--- src/hdl/extended_gcd_modular_inverse_unit_defines.svh ---
// Assertion macros shared by the extended gcd / modular inverse unit.
// No dependencies.
`ifndef EXTENDED_GCD_MODULAR_INVERSE_UNIT_DEFINES_SVH
`define EXTENDED_GCD_MODULAR_INVERSE_UNIT_DEFINES_SVH

// Implication checked on every clock edge outside reset.
`define EGI_ASSERT_IMP(label, clk, rst, ante, cons, msg) \
   label: assert property (@(posedge clk) disable iff (rst) (ante) |-> (cons)) else $error(msg);

// Next-cycle implication checked outside reset.
`define EGI_ASSERT_NEXT(label, clk, rst, ante, cons, msg) \
   label: assert property (@(posedge clk) disable iff (rst) (ante) |=> (cons)) else $error(msg);

`endif

--- src/hdl/egi_pkg.sv ---
// Package for the extended gcd / modular inverse unit: constants, types.
// No dependencies.
package egi_pkg;
   localparam int unsigned WIDTH_DEFAULT = 32;
   localparam int unsigned FIELD_W = 32;
   localparam int unsigned COEF_W  = 33;

   typedef enum logic [2:0] {
      ST_IDLE,
      ST_CHECK,
      ST_DIV,
      ST_UPD_U,
      ST_UPD_V,
      ST_RED,
      ST_DONE
   } state_type;

   // divider control between sequencer and divider
   typedef struct packed {
      logic start;
   } div_ctl_type;
endpackage

--- src/hdl/egi_divider.sv ---
// Restoring divider, one quotient bit per cycle, unsigned.
// Depends on egi_pkg.
`include "extended_gcd_modular_inverse_unit_defines.svh"
module egi_divider #(
   parameter int unsigned W = 32
) (
   input  logic                clock,
   input  logic                reset,
   input  egi_pkg::div_ctl_type ctl,
   input  logic [W-1:0]        dividend,
   input  logic [W-1:0]        divisor,
   output logic                done,
   output logic [W-1:0]        quotient,
   output logic [W-1:0]        remainder
);
   import egi_pkg::*;
   localparam int unsigned CW = $clog2(W + 1);

   logic [W-1:0]  quo_ff, quo_in;
   logic [W-1:0]  rem_ff, rem_in;
   logic [W-1:0]  dsr_ff, dsr_in;
   logic [CW-1:0] cnt_ff, cnt_in;
   logic          busy_ff, busy_in;
   logic          done_ff, done_in;
   logic [W:0]    trial;
   logic [W:0]    diff;

   always_comb begin
      trial   = {rem_ff, quo_ff[W-1]};
      diff    = trial - {1'b0, dsr_ff};
      quo_in  = quo_ff;
      rem_in  = rem_ff;
      dsr_in  = dsr_ff;
      cnt_in  = cnt_ff;
      busy_in = busy_ff;
      done_in = 1'b0;
      if (ctl.start) begin
         quo_in  = dividend;
         rem_in  = '0;
         dsr_in  = divisor;
         cnt_in  = CW'(W);
         busy_in = 1'b1;
      end else if (busy_ff) begin
         if (diff[W]) begin
            rem_in = trial[W-1:0];
            quo_in = {quo_ff[W-2:0], 1'b0};
         end else begin
            rem_in = diff[W-1:0];
            quo_in = {quo_ff[W-2:0], 1'b1};
         end
         cnt_in = cnt_ff - 1'b1;
         if (cnt_ff == CW'(1)) begin
            busy_in = 1'b0;
            done_in = 1'b1;
         end
      end
   end

   always_ff @(posedge clock) begin
      quo_ff <= quo_in;
      rem_ff <= rem_in;
      dsr_ff <= dsr_in;
      cnt_ff <= cnt_in;
      if (reset) begin
         busy_ff <= 1'b0;
         done_ff <= 1'b0;
      end else begin
         busy_ff <= busy_in;
         done_ff <= done_in;
      end
   end

   assign done      = done_ff;
   assign quotient  = quo_ff;
   assign remainder = rem_ff;

   `EGI_ASSERT_IMP(a_done_not_busy, clock, reset, done_ff, !busy_ff, "divider done while busy")
   `EGI_ASSERT_NEXT(a_start_busy, clock, reset, ctl.start, busy_ff, "divider did not start")
   `EGI_ASSERT_IMP(a_cnt_range, clock, reset, busy_ff, cnt_ff != '0, "divider count ran out")
endmodule

--- src/hdl/extended_gcd_modular_inverse_unit.sv ---
// Top level of the extended gcd / modular inverse unit: sequencer and state.
// Depends on egi_pkg, egi_divider and the defines header.
//
// Usage: drive req_value and req_modulus and pulse start while busy is low;
// the request is taken on that edge and busy rises at once. The unit runs
// the extended Euclidean algorithm, one round per quotient, using a single
// shared bit-serial divider. Each round launches a division in ST_CHECK,
// waits for it in ST_DIV, then updates in ST_UPD_U and ST_UPD_V; the inverse
// reduction takes one more division. One request at a time: no new request
// is taken until busy falls. The result appears on the rsp_ ports for one
// cycle with rsp_valid high; the receiver cannot stall and must take it then.
// busy falls in the same cycle. Synchronous reset returns the sequencer to
// idle and drops any request in flight; no state is kept between requests.
`include "extended_gcd_modular_inverse_unit_defines.svh"
module extended_gcd_modular_inverse_unit #(
   parameter int unsigned WIDTH = egi_pkg::WIDTH_DEFAULT
) (
   input  logic                        clock,
   input  logic                        reset,
   input  logic                        start,
   output logic                        busy,
   input  logic [egi_pkg::FIELD_W-1:0] req_value,
   input  logic [egi_pkg::FIELD_W-1:0] req_modulus,
   output logic                        rsp_valid,
   output logic [egi_pkg::FIELD_W-1:0] rsp_gcd,
   output logic signed [egi_pkg::COEF_W-1:0] rsp_bezout_x,
   output logic signed [egi_pkg::COEF_W-1:0] rsp_bezout_y,
   output logic [egi_pkg::FIELD_W-1:0] rsp_inverse,
   output logic                        rsp_inverse_exists
);
   import egi_pkg::*;
   localparam int unsigned CO_W = WIDTH + 1;
   localparam int unsigned IN_W = (WIDTH < FIELD_W) ? WIDTH : FIELD_W;

   state_type state_ff, state_in;
   logic [WIDTH-1:0] r0_ff, r0_in, r1_ff, r1_in, m_ff, m_in, q_ff, q_in;
   logic [CO_W-1:0]  u0_ff, u0_in, u1_ff, u1_in, v0_ff, v0_in, v1_ff, v1_in;
   logic [WIDTH-1:0] inv_ff, inv_in;
   logic             valid_ff, valid_in;

   div_ctl_type      dctl;
   logic             ddone;
   logic [WIDTH-1:0] dquo, drem, dnd, dsr;
   logic [CO_W-1:0]  prod, mag;
   logic             exists;

   egi_divider #(.W(WIDTH)) u_div (
      .clock(clock), .reset(reset), .ctl(dctl), .dividend(dnd), .divisor(dsr),
      .done(ddone), .quotient(dquo), .remainder(drem)
   );

   // coefficients fit in WIDTH+1 bits, so a truncated product suffices
   assign prod   = CO_W'(q_ff) * (state_ff == ST_UPD_U ? u1_ff : v1_ff);
   assign exists = (r0_ff == WIDTH'(1)) && (m_ff != '0);
   assign mag    = u0_ff[CO_W-1] ? (~u0_ff + 1'b1) : u0_ff;

   // next state
   always_comb begin
      state_in = state_ff;
      unique case (state_ff)
         ST_IDLE:  if (start) state_in = ST_CHECK;
         ST_CHECK: state_in = (r1_ff == '0) ? (exists ? ST_RED : ST_DONE) : ST_DIV;
         ST_DIV:   if (ddone) state_in = ST_UPD_U;
         ST_UPD_U: state_in = ST_UPD_V;
         ST_UPD_V: state_in = ST_CHECK;
         ST_RED:   if (ddone) state_in = ST_DONE;
         ST_DONE:  state_in = ST_IDLE;
         default:  state_in = ST_IDLE;
      endcase
   end

   // divider launch and operands
   always_comb begin
      dctl.start = 1'b0;
      dnd = r0_ff;
      dsr = r1_ff;
      if (state_ff == ST_CHECK) begin
         if (r1_ff != '0) begin
            dctl.start = 1'b1;
         end else if (exists) begin
            dctl.start = 1'b1;
            dnd = mag[WIDTH-1:0];
            dsr = m_ff;
         end
      end
   end

   // datapath
   always_comb begin
      r0_in = r0_ff; r1_in = r1_ff; m_in = m_ff; q_in = q_ff;
      u0_in = u0_ff; u1_in = u1_ff; v0_in = v0_ff; v1_in = v1_ff;
      inv_in = inv_ff;
      valid_in = 1'b0;
      unique case (state_ff)
         ST_IDLE: begin
            if (start) begin
               r0_in = WIDTH'(req_value[IN_W-1:0]);
               r1_in = WIDTH'(req_modulus[IN_W-1:0]);
               m_in  = WIDTH'(req_modulus[IN_W-1:0]);
               u0_in = CO_W'(1); u1_in = '0;
               v0_in = '0;       v1_in = CO_W'(1);
               inv_in = '0;
            end
         end
         ST_DIV: begin
            if (ddone) begin
               q_in  = dquo;
               r0_in = r1_ff;
               r1_in = drem;
            end
         end
         ST_UPD_U: begin
            u0_in = u1_ff;
            u1_in = u0_ff - prod;
         end
         ST_UPD_V: begin
            v0_in = v1_ff;
            v1_in = v0_ff - prod;
         end
         ST_RED: begin
            if (ddone) begin
               if (u0_ff[CO_W-1] && drem != '0) inv_in = m_ff - drem;
               else if (u0_ff[CO_W-1])         inv_in = '0;
               else                             inv_in = drem;
            end
         end
         ST_DONE: valid_in = 1'b1;
         default: ;
      endcase
   end

   always_ff @(posedge clock) begin
      r0_ff <= r0_in; r1_ff <= r1_in; m_ff <= m_in; q_ff <= q_in;
      u0_ff <= u0_in; u1_ff <= u1_in; v0_ff <= v0_in; v1_ff <= v1_in;
      inv_ff <= inv_in;
      if (reset) begin
         state_ff <= ST_IDLE;
         valid_ff <= 1'b0;
      end else begin
         state_ff <= state_in;
         valid_ff <= valid_in;
      end
   end

   assign busy               = (state_ff != ST_IDLE);
   assign rsp_valid          = valid_ff;
   assign rsp_gcd            = FIELD_W'({{(FIELD_W+1){1'b0}}, r0_ff});
   assign rsp_bezout_x       = COEF_W'({{COEF_W{u0_ff[CO_W-1]}}, u0_ff});
   assign rsp_bezout_y       = COEF_W'({{COEF_W{v0_ff[CO_W-1]}}, v0_ff});
   assign rsp_inverse        = exists ? FIELD_W'({{(FIELD_W+1){1'b0}}, inv_ff}) : '0;
   assign rsp_inverse_exists = exists;

   `EGI_ASSERT_IMP(a_valid_idle, clock, reset, rsp_valid, state_ff == ST_IDLE, "result outside idle")
   `EGI_ASSERT_NEXT(a_start_busy, clock, reset, start && !busy, busy, "request not taken")
   `EGI_ASSERT_IMP(a_div_only_wait, clock, reset, ddone, state_ff == ST_DIV || state_ff == ST_RED, "stray divider done")
endmodule

--- config.mk ---
export PLATFORM = sky130hd
export DESIGN_NAME = extended_gcd_modular_inverse_unit
export DESIGN_NICKNAME = d
export VERILOG_FILES = /design/src/hdl/egi_pkg.sv /design/src/hdl/egi_divider.sv /design/src/hdl/extended_gcd_modular_inverse_unit.sv
export VERILOG_INCLUDE_DIRS = /design/src /design/src/hdl
export SDC_FILE = /design/constraint.sdc
export NUM_CORES = 2
export LEC_CHECK = 0
export BUFFER_PORTS_ARGS = -buffer_cell sky130_fd_sc_hd__buf_2
export CORE_ASPECT_RATIO = 0.75
export CORE_MARGIN = 2
export CORE_UTILIZATION = 35
export DETAILED_ROUTE_END_ITERATION = 7
export MAX_ROUTING_LAYER = met4
export PLACE_DENSITY_LB_ADDON = 0.05
export SYNTH_ARGS = -nofsm -noshare
export SYNTH_HDL_FRONTEND = slang
export SYNTH_SLANG_ARGS = --single-unit
--- constraint.sdc ---
create_clock -name clock -period 9.7 [get_ports clock]
set_clock_uncertainty 0.15 [all_clocks]
set_input_delay 1.455 -clock clock [delete_from_list [all_inputs] [get_ports clock]]
set_output_delay 1.455 -clock clock [all_outputs]
set_load 0.05 [all_outputs]
==> results.json <==
{
  "status": "finished with violations",
  "violations": "setup timing",
  "syn_area_um2": 39620,
  "initialDrtViolationCount": 2315,
  "final-setup-viol-count": 12,
  "via_per_inst": 5.023,
  "fin_crit_sh": 1.062,
  "antenna_found_initial": 4,
  "multi_input_area_um2": 26240,
  "layout.cells.most_common": "inv_1",
  "grt_max_degree": 83,
  "die_w_um": 392.5,
  "rows": 106,
  "required_ps": 9840,
  "hold_path.class": "reg2reg",
  "grt_pass1_vias": 30230,
  "worst_pin_slew_ps": 1336,
  "synthFlopType": "edfxtp_1",
  "root_buffer": "clkbuf_16",
  "grt_pass1_wl_mm": 202.4,
  "core_area_um2": 111800,
  "grt_overflow": 0,
  "cp.arrival_ps": 10440,
  "globalplace.congestion": 0.8865,
  "critPathCaptureType": "flop",
  "post-dp-hpwl_mm": 107.7,
  "layout_common_cells": "inv_1 (553), fa_1 (426), nand2_1 (394), and2_1 (366), edfxtp_1 (356)",
  "routed_wl_mm": 135.9,
  "clk_latency_ps": 580,
  "synth_cells": 4039,
  "yosys_warnings": 0,
  "die_y_um": 295.4,
  "track_usage": 0.2427,
  "place_ws_ps": -919.4,
  "fin_crit_ps": 10300,
  "syn_area_per_cell_um2": 9.809,
  "cts_tree": "built",
  "die_area_um2": 115900,
  "async_reset_ff_frac": 0,
  "num_vias": 30350,
  "synth_seq_cells": 400,
  "cap_viol_max_count": 0,
  "cp_slowest_cell": "fa_2",
  "setup_slack_ps": -597.2,
  "r2r_slack_ps": -600,
  "rsz0062_at_grt": "true",
  "fmax_ghz": 0.09711,
  "seq_area_frac_synth": 0.2921,
  "path_max_fanout": 5,
  "numCtsBuffers": 42,
  "area_growth_pct": 19.92,
  "finalHoldViolCount": 0,
  "synthDistinctLibCells": 88,
  "drc": 0,
  "clk_pin_slew_ps": 70,
  "initial_utilization": 0.3543,
  "relSlewSlack": 0.1002,
  "layout-drive-gt1-share": 0.2027,
  "num-fill-cells": 11060,
  "nNetsFinal": 5235,
  "cp-start-kind": "flop",
  "regArea_um2": 11580,
  "wire_per_inst_um": 22.50,
  "io_pins": 200,
  "critical_path_class": "reg2reg",
  "cts_sinks": 400,
  "dr.pass1.iters": 7,
  "synth_nets": 4782,
  "antenna_left": 0,
  "port_buffers": 199,
  "cp_slowest_stage_delay_ps": 550,
  "cts_buffer_depth": 3,
  "slew_viol_final": 0,
  "h-tree-depth": 2,
  "synth_edf_count": 356
}
==> metrics by stage <==
stage | util | cells | TNS (ps) | instance area [um^2] | hold slack [ps]
3_3_place_gp | 0.3995 | 5898 | -6969 | 44660 | 282.3
5_1_grt | 0.4248 | 6037 | -9188 | 47500 | 297.3
2_1_floorplan | - | 4039 | -164.1 | 39820 | 276.4
6_report | 0.4249 | 6042 | -4030 | 47510 | 281.7
4_1_cts | 0.4183 | 6016 | -3899 | 46760 | 288.4
3_5_place_dp | 0.3995 | 5898 | -8534 | 44660 | 282.9
==> state kept, by name, summed over array words and instances (netlist names), 33 cells and up <==
register      cells
rsp_bezout_x     33
rsp_bezout_y     33
u1_ff            33
v1_ff            33
==> metal layers <==
layer	global-route usage	routed length (um)	vias to the layer above
met5	-	0	-
met4	0.02720	1343	0
met3	0.04255	8973	83
met2	0.3317	55590	787
met1	0.3787	70020	15260
li1	-	-	14210
==> final cells by class <==
cell class,instances,area share
Sequential cell,400,0.2437
Tap cell,1512,0.03982
Antenna cell,5,0.0002634
Multi-Input combinational cell,2895,0.5522
Clock buffer,52,0.02399
Clock inverter,25,0.004925
Timing Repair Buffer,587,0.09009
Inverter,566,0.04498
==> synth_stat cells (6+ instances only) <==
cell	count	area share
inv_1	565	0.054
fa_1	442	0.22
nand2_1	400	0.038
and2_1	388	0.061
edfxtp_1	356	0.27
nor2_1	252	0.024
ha_1	234	0.074
a21oi_1	197	0.025
clkbuf_1	160	0.015
xnor2_1	153	0.034
a21o_1	98	0.019
o21ai_0	92	0.012
xor2_1	73	0.016
mux2_2	65	0.018
dfxtp_1	44	0.022
nor3_1	39	0.0049
a211oi_1	37	0.0070
nor4_1	36	0.0057
o21a_1	33	0.0063
nand3_1	29	0.0037
nand2b_1	27	0.0043
nor2b_1	26	0.0041
o211ai_1	18	0.0034
a31oi_1	17	0.0027
o31ai_1	17	0.0032
a2bb2oi_1	16	0.0035
nand4_1	14	0.0022
or3_1	14	0.0022
o21bai_1	12	0.0023
or2_2	12	0.0019
a21boi_0	10	0.0019
and3_1	10	0.0016
mux2i_1	10	0.0025
or4_1	8	0.0015
nor3b_1	7	0.0013
buf_2	6	0.00076
nand3b_1	6	0.0011
o22ai_1	6	0.00095
o41ai_1	6	0.0013
==> path summary, 6_finish.rpt <==
kind / start / to / cells past startpoint
setup / recovery: state_ff[0]$_SDFFE_PP0P_ / u1_ff[32]$_SDFFCE_PN0P_ / 41
setup reg to reg: state_ff[0]$_SDFFE_PP0P_ / u1_ff[32]$_SDFFCE_PN0P_ / 41
hold / removal: u_div.quotient[20]$_DFFE_PP_ / q_ff[20]$_DFFE_PP_ / 0
hold reg to reg: u_div.quotient[20]$_DFFE_PP_ / q_ff[20]$_DFFE_PP_ / 0
==> critical path: cells and delay by family (launching register included) <==
family / cells / cell delay (ps)
compound gates: 15 / 3480
flops: 1 / 370
fa+ha+maj: 11 / 4260
simple gates: 6 / 710
buf+inv: 8 / 810
xor+xnor: 1 / 230
==> logic make-up after synthesis <==
family,after synthesis,share of synthesized area
multiplexers,75,0.02100
XOR/XNOR,226,0.04996
AO/OA/AOI/OAI,629,0.1052
AND/OR/NAND/NOR,1282,0.1611
flip-flops,400,0.2921
adder cells (fa/ha/maj),681,0.2985
buffers and inverters,746,0.07213
==> what timing repair did <==
action | 4_1_cts | 5_1_grt
resized for setup | 81 | 111
cloned | 1 | 4
setup endpoints to repair | 16 | 18
endpoints found under the hold margin | 0 | 0
pin swaps | 31 | 74
hold buffers | 0 | 0
setup buffers | 40 | 17
Power is not shown: default switching activity piles up to over one toggle a cycle in this logic, so the estimate is an artifact.
